$ cat src/hw/rtl/mpc_pkg.sv
// Shared types and constants for the matrix product column engine.
// No dependencies; imported by the controller, the datapath and the top level.
package mpc_pkg;

    // Default for the largest supported matrix dimension.
    localparam int MAX_DIM_DEF = 16;

    // Widths fixed by the transaction fields and registers.
    localparam int ACTION_W = 2;
    localparam int IDX_W    = 4;
    localparam int ELEM_W   = 16;
    localparam int ACC_W    = 32;
    localparam int DIM_W    = 5;
    localparam int CFG_IDX_W = 2;

    // Action codes of an input transaction.
    localparam logic [ACTION_W-1:0] ACT_LOAD_A  = 2'd0;
    localparam logic [ACTION_W-1:0] ACT_LOAD_B  = 2'd1;
    localparam logic [ACTION_W-1:0] ACT_COMPUTE = 2'd2;

    // Configuration register indexes.
    localparam logic [CFG_IDX_W-1:0] CFG_ROWS_A     = 2'd0;
    localparam logic [CFG_IDX_W-1:0] CFG_INNER_SIZE = 2'd1;
    localparam logic [CFG_IDX_W-1:0] CFG_COLS_B     = 2'd2;

    // Controller states.
    typedef enum logic [1:0] {
        ST_IDLE,
        ST_ISSUE,
        ST_DRAIN,
        ST_EMIT
    } ctl_state_t;

    // Commands from the controller to the datapath.
    typedef struct packed {
        logic accept;    // input transaction taken this cycle
        logic issue;     // issue one multiply-accumulate term
        logic row_next;  // advance to the next row of A
        logic out_load;  // move the finished sum into the output register
    } mpc_cmd_t;

    // Status from the datapath to the controller.
    typedef struct packed {
        logic start_ok;    // pending input is a compute on a valid column
        logic last_inner;  // the term being issued is the last of the row
        logic last_row;    // the current row is the last row of A
        logic row_done;    // the accumulator holds a finished row sum
        logic out_free;    // the output register can take a new result
    } mpc_status_t;

endpackage

$ cat src/hw/rtl/mpc_ctrl.sv
// Controller state machine for the matrix product column engine.
// Depends on mpc_pkg; drives the datapath through mpc_cmd_t.
module mpc_ctrl
    import mpc_pkg::*;
(
    input  logic        aclk,
    input  logic        aresetn,
    input  logic        s_valid,
    output logic        s_ready,
    input  mpc_status_t status,
    output mpc_cmd_t    cmd
);

    ctl_state_t state_reg;
    ctl_state_t state_next;

    // State register.
    always_ff @(posedge aclk) begin
        if (!aresetn) begin
            state_reg <= ST_IDLE;
        end else begin
            state_reg <= state_next;
        end
    end

    // Next state and commands.
    always_comb begin
        state_next = state_reg;
        s_ready    = 1'b0;
        cmd        = '0;
        unique case (state_reg)
            ST_IDLE: begin
                s_ready = 1'b1;
                if (s_valid) begin
                    cmd.accept = 1'b1;
                    if (status.start_ok) begin
                        state_next = ST_ISSUE;
                    end
                end
            end
            ST_ISSUE: begin
                cmd.issue = 1'b1;
                if (status.last_inner) begin
                    state_next = ST_DRAIN;
                end
            end
            ST_DRAIN: begin
                if (status.row_done) begin
                    state_next = ST_EMIT;
                end
            end
            ST_EMIT: begin
                if (status.out_free) begin
                    cmd.out_load = 1'b1;
                    if (status.last_row) begin
                        state_next = ST_IDLE;
                    end else begin
                        cmd.row_next = 1'b1;
                        state_next   = ST_ISSUE;
                    end
                end
            end
            default: begin
                state_next = ST_IDLE;
            end
        endcase
    end

    // A finished row sum must arrive only while the controller waits for it.
    a_done_in_drain: assert property (@(posedge aclk) disable iff (!aresetn)
        status.row_done |-> state_reg == ST_DRAIN)
        else $error("row sum finished outside the drain state");

    // A result is never loaded over one that has not been taken.
    a_load_free: assert property (@(posedge aclk) disable iff (!aresetn)
        cmd.out_load |-> status.out_free)
        else $error("output register overwritten");

    // The last term of a row is followed by the drain state.
    a_issue_to_drain: assert property (@(posedge aclk) disable iff (!aresetn)
        (state_reg == ST_ISSUE && status.last_inner) |=> state_reg == ST_DRAIN)
        else $error("issue did not stop after the last term");

    // No new input is taken while a row is in flight.
    a_no_accept_busy: assert property (@(posedge aclk) disable iff (!aresetn)
        (cmd.issue || state_reg == ST_DRAIN) |-> !s_ready)
        else $error("input accepted during a compute");

endmodule

$ cat config.mk
export PLATFORM = sky130hd
export DESIGN_NAME = mpc_ctrl
export DESIGN_NICKNAME = d
export VERILOG_FILES = /design/src/hw/rtl/mpc_pkg.sv /design/src/hw/rtl/mpc_ctrl.sv
export SDC_FILE = /design/constraint.sdc
export NUM_CORES = 1
export LEC_CHECK = 0
export BUFFER_PORTS_ARGS = -buffer_cell sky130_fd_sc_hd__buf_2
export CAP_MARGIN = 20
export CORE_AREA = 5 5 42 44
export DETAILED_ROUTE_END_ITERATION = 6
export DIE_AREA = 0 0 47 49
export PLACE_DENSITY = 0.49
export SYNTH_ARGS = -nofsm -noshare
export SYNTH_HDL_FRONTEND = slang
export SYNTH_SLANG_ARGS = --single-unit
$ cat constraint.sdc
create_clock -name aclk -period 2.1 [get_ports aclk]
set_clock_uncertainty 0.2 [all_clocks]
set_input_delay 0.315 -clock aclk [delete_from_list [all_inputs] [get_ports aclk]]
set_output_delay 0.315 -clock aclk [all_outputs]
set_load 0.005 [all_outputs]
==> metrics.yaml, run 1 <==
outcome: "complete, no violations"
via_count: 216
internal_power_uw: 224
grt_pass1_wl_um: 869
rsz0062_at_grt: "no"
setup_viol: 0
io_pins: 13
p_seq_frac: 0.206
syn-cell-area_um2: 246
cts_tree: "done"
synth-edff-count: 0
gr-usage-all-layers: 0.0563
clk_pin_slew_worst_paths_ns: 0.03
p_total_uw: 352
start_util: 0.176
synth-main-ff-cell: "dfxtp_1"
antennaDiodeCount: 0
hold_violations: 0
hold_class: "in2reg"
area_delta_synth_final_pct: 41.6
syn_nets: 38
p_comb_frac: 0.549
clockRootBuffer: "clkbuf_4"
largest_register_ffs: 2
cts_inserted_buffers: 3
cap_violations: 0
worstMarginPinSlew_ns: 0.326
drtPass1Iterations: 2
yosys.area.top_type_share: 0.254
crit_required_ns: 1.58
swShare: 0.364
fill_cells: 159
ir_drop_mv: 0.391
final_antenna_net_count: 0
syn_area_per_cell_um2: 9.86
slew_headroom: 0.782
htreeDepth: 1
clock-sinks: 2
worstPathMaxFanout: 6
synth_largest_area_cell: "ha_1"
gr-total-overflow: 0
end_kind: "output port"
placed_area_um2: 327
ys_seq_area_frac: 0.162
drtIter0Drc: 1
ys_warn_count: 0
post_cts_hold_buffer_count: 0
power_switching_uw: 128
setup_tns_ns: 0
via_per_inst: 3.86
fp.coreArea_um2: 1400
synth_cell_types: 13
fin_area_um2: 349
drive_above_1_share: 0.475
portBuffers: 12
wl_um: 513
arrival_ns: 1.32
drc: 0
grt_max_degree: 7
synthTopCellsByCount: "ha_1, nand2_1, nor2b_1"
wl_per_cell_um: 9.16
synthTopCellsByArea: "ha_1, dfxtp_1, a2111oi_4"
grt_pass1_vias: 226
antenna_found_initial: 0
post_cts_resized: 0
start_kind: "flip-flop"
synth.most_common_cell: "ha_1"
clock_latency_ns: 0.22
power_density_nw_per_um2: 1010
synth_cells: 25
power_leakage_uw: 0.000179
clkPwrFrac: 0.245
num_rows: 14
fmax_mhz: 546
worstSetupPathType: "reg2out"
cts_buffer_depth: 2
num-nets-final: 55
ys_ff_latch: 2
finalMaxSlewViolations: 0
min_period_over_period: 0.872
final_util: 0.249
die_w_um: 47
die_area_um2: 2300
post_cts_buffers: 0
die_h_um: 49
synthArstFlopShare: 0
place_congestion: 0.698
period_needed_ns: 1.83
## worst max-delay path, stage by stage (launching register included)
cell	delay (ns)
dfxtp_1	0.40
inv_1	0.11
ha_1	0.26
and2_2	0.20
buf_2	0.12
## metal layers
layer  track usage  share of wire  up-vias
li1              -              -      114
met1        0.0503           0.35       90
met2        0.0860           0.50       10
met3        0.0148           0.12        2
met4        0.0691          0.029        0
met5             0              0        -
## cell usage in the layout (no fill, tap or decap), types with 2 or more instances in the layout
cell      synthesis  layout
and3b_1           2       2
buf_2             0      12
mux2i_1           2       2
nand2_1           3       3
clkbuf_4          0       3
ha_1              5       5
dfxtp_1           2       2
inv_1             2       2
nor2b_1           3       3
## per-stage QoR
stage / setup slack (ns) / hold WS, ns / cells
global route: 0.145 / 0.218 / 56
CTS: 0.248 / 0.182 / 56
detailed placement: 0.389 / 0.316 / 53
global placement: 0.370 / 0.321 / 53
floorplan: 0.504 / 0.262 / 25
finish: 0.269 / 0.190 / 56
## power by group through the flow
stage          Clock, uW  Sequential, uW  Combinational [uW]
6_report            86.1            72.5                 193
5_1_grt             95.7            76.6                 224
4_1_cts             93.1            72.3                 197
3_5_place_dp           0            72.5                 197
3_3_place_gp           0            74.2                 194
2_1_floorplan          0            68.2                 145
## worst paths after layout
check / startpoint / endpoint / slack, ns / cells past startpoint
setup reg to reg: state_reg[0] / state_reg[1] / 0.39 / 5
hold / removal: aresetn / state_reg[0] / 0.19 / 3
setup / recovery: state_reg[0] / cmd[3] / 0.27 / 4
hold reg to reg: state_reg[1] / state_reg[1] / 0.33 / 2
## final cells by class
class                           instances  area [um^2]  area share
Clock buffer                            3         22.5      0.0645
Tap cell                               16         20.0      0.0573
Timing Repair Buffer                   12         60.1       0.172
Inverter                                2         7.51      0.0215
Sequential cell                         2         40.0       0.115
Multi-Input combinational cell         21          199       0.570
## kinds of logic after synthesis
logic type               count (synthesis)  share of synthesized area
AO/OA/AOI/OAI                            2                      0.142
flip-flops                               2                      0.162
AND/OR/NAND/NOR                         12                      0.330
buffers and inverters                    2                     0.0305
multiplexers                             2                     0.0812
adder cells (fa/ha/maj)                  5                      0.254
No activity file was read; power rests on OpenSTA's default activity.
==> run 2, diff against run 1 <==
Settings changed: ABC_AREA set to 1, PLACE_DENSITY 0.49 to 0.46.
==> run 2 against run 1 <==
Net effect:
- combinational power up 9%
- worst hold slack worse by 0.061 ns
- final cell count up 16%
- power increased by 4.8%
- sequential cell count is the same
- largest cell class unchanged
==> metrics.yaml, run 2 <==
outcome: "complete, no violations"
start_kind: "flip-flop"
fill_cells: 163
cts_tree: "done"
grt_pass1_vias: 188
final_util: 0.227
hold_path_end: "state_reg[0]"
power_density_nw_per_um2: 1160
worstSetupPathType: "reg2out"
p_total_uw: 369
via_count: 237
syn_area_per_cell_um2: 6.33
drtIter0Drc: 0
drc: 0
period_needed_ns: 1.66
clock_latency_ns: 0.22
slew_headroom: 0.903
synth-main-ff-cell: "dfxtp_1"
synth_largest_area_cell: "ha_1"
place_congestion: 0.655
finalMaxSlewViolations: 0
hp-start: "aresetn"
ys_warn_count: 0
final_antenna_net_count: 0
syn-cell-area_um2: 215
setup_tns_ns: 0
num-nets-final: 64
placed_cells: 62
cts_buffer_depth: 2
gr-total-overflow: 0
gr-usage-all-layers: 0.0478
hold_class: "in2reg"
largest_register_ffs: 2
post_cts_buffers: 0
synth-edff-count: 0
reg2reg_slack_ns: 0.72
die_w_um: 47
grt_max_degree: 6
synthTopCellsByArea: "ha_1, nand2_1, dfxtp_1"
reg2reg_depth: 6
swShare: 0.429
htreeDepth: 1
wl_um: 476
wl_per_cell_um: 7.32
fmax_mhz: 601
worstMarginPinSlew_ns: 0.144
io_pins: 13
grt_pass1_wl_um: 745
ir_drop_mv: 0.402
end_kind: "output port"
clkPwrFrac: 0.228
num_rows: 14
start_util: 0.154
arrival_ns: 1.15
power_switching_uw: 158
fp.coreArea_um2: 1400
synthXorXnorAreaFrac: 0
post_cts_resized: 0
setup_viol: 0
die_h_um: 49
p_comb_frac: 0.571
via_per_inst: 3.65
drtPass1Iterations: 1
area_delta_synth_final_pct: 47.7
hold_violations: 0
p_seq_frac: 0.201
worstPathMaxFanout: 5
power_leakage_uw: 0.000199
clk_pin_slew_worst_paths_ns: 0.03
r2r-end: "state_reg[1]"
clockRootBuffer: "clkbuf_4"
synth.most_common_cell: "nand2_1"
rsz0062_at_grt: "no"
cts_inserted_buffers: 3
synth_mux_area_frac: 0
synth_fa_ha_area_frac: 0.291
ys_ff_latch: 2
synth_cell_types: 8
finalNonFillerCells: 65
synth_top_family_by_area: "simple AND/OR/NAND/NOR gates"
cap_violations: 0
ys_seq_area_frac: 0.186
layout_common_cells: "nand2_1, buf_2, inv_1"
reg2reg_from: "state_reg[1]"
antenna_found_initial: 0
portBuffers: 12
clock-sinks: 2
synthTopCellsByCount: "nand2_1, inv_1, ha_1, nor2_1, dfxtp_1"
antennaDiodeCount: 0
drive_above_1_share: 0.327
die_area_um2: 2300
yosys.area.top_type_share: 0.291
synth_cells: 34
crit_required_ns: 1.58
min_period_over_period: 0.792
post_cts_hold_buffer_count: 0
yosys.area_share.simple: 0.355
min_delay_path_depth: 3
syn_nets: 47
synth_compound_area_frac: 0.0465
internal_power_uw: 211
synthArstFlopShare: 0
place_hpwl_um: 416
==> run 2: worst max-delay path: stages, from the launching register on <==
cell and delay (ns):
dfxtp_1 0.36, inv_1 0.11, ha_1 0.24, nand2_1 0.07
inv_1 0.03, buf_2 0.11
==> run 2: cell type report <==
cell class / count / area [um^2] / area share
multi-input cells: 25 / 149 / 0.469
clock buffers: 3 / 22.5 / 0.0709
well taps: 16 / 20.0 / 0.0630
flip-flops and latches: 2 / 40.0 / 0.126
repair buffers: 12 / 60.1 / 0.189
inverters: 7 / 26.3 / 0.0827
==> run 2: worst max path at each step <==
stage / startpoint / end / slack (ns) / cells after the start
2_1_floorplan: state_reg[0] / state_reg[0] / 0.79 / 6
3_3_place_gp: state_reg[1] / cmd[3] / 0.67 / 5
3_5_place_dp: state_reg[0] / cmd[3] / 0.66 / 5
4_1_cts: state_reg[0] / cmd[3] / 0.41 / 5
5_1_grt: state_reg[0] / cmd[3] / 0.36 / 5
6_report: state_reg[0] / cmd[3] / 0.44 / 5
==> run 2: logic make-up (layout without fill, tap and decap cells) <==
family                     after synthesis  in the layout
AOI/OAI and AO/OA                        2              2
adders and majority gates                5              5
buffers and inverters                    7             22
DFF                                      2              2
and+or+nand+nor                         18             18
==> run 2: stage by stage <==
| step | hold WS, ns | setup slack, ns | cell area, um^2 |
|---|---|---|---|
| 5_1_grt | 0.128 | 0.357 | 318 |
| 3_3_place_gp | 0.362 | 0.674 | 295 |
| 3_5_place_dp | 0.365 | 0.660 | 295 |
| 2_1_floorplan | 0.236 | 0.792 | 215 |
| 4_1_cts | 0.124 | 0.412 | 318 |
| 6_report | 0.129 | 0.436 | 318 |
==> run 2: power groups by stage <==
stage | Sequential [uW] | Combinational [uW] | Clock [uW]
after global routing | 76.8 | 249 | 98.8
after CTS | 74.7 | 217 | 90.7
final | 74.0 | 210 | 84.2
after detailed placement | 75.2 | 216 | 0
after floorplan | 71.4 | 153 | 0
after global placement | 76.2 | 219 | 0
==> run 2: layer usage <==
metal | global-route usage | wire [um] | vias to the layer above
met3 | 0.0517 | 97 | 0
met2 | 0.0498 | 143 | 15
li1 | - | - | 130
met1 | 0.0568 | 234 | 92
met4 | 0.0276 | 0 | 0
met5 | 0 | 0 | -
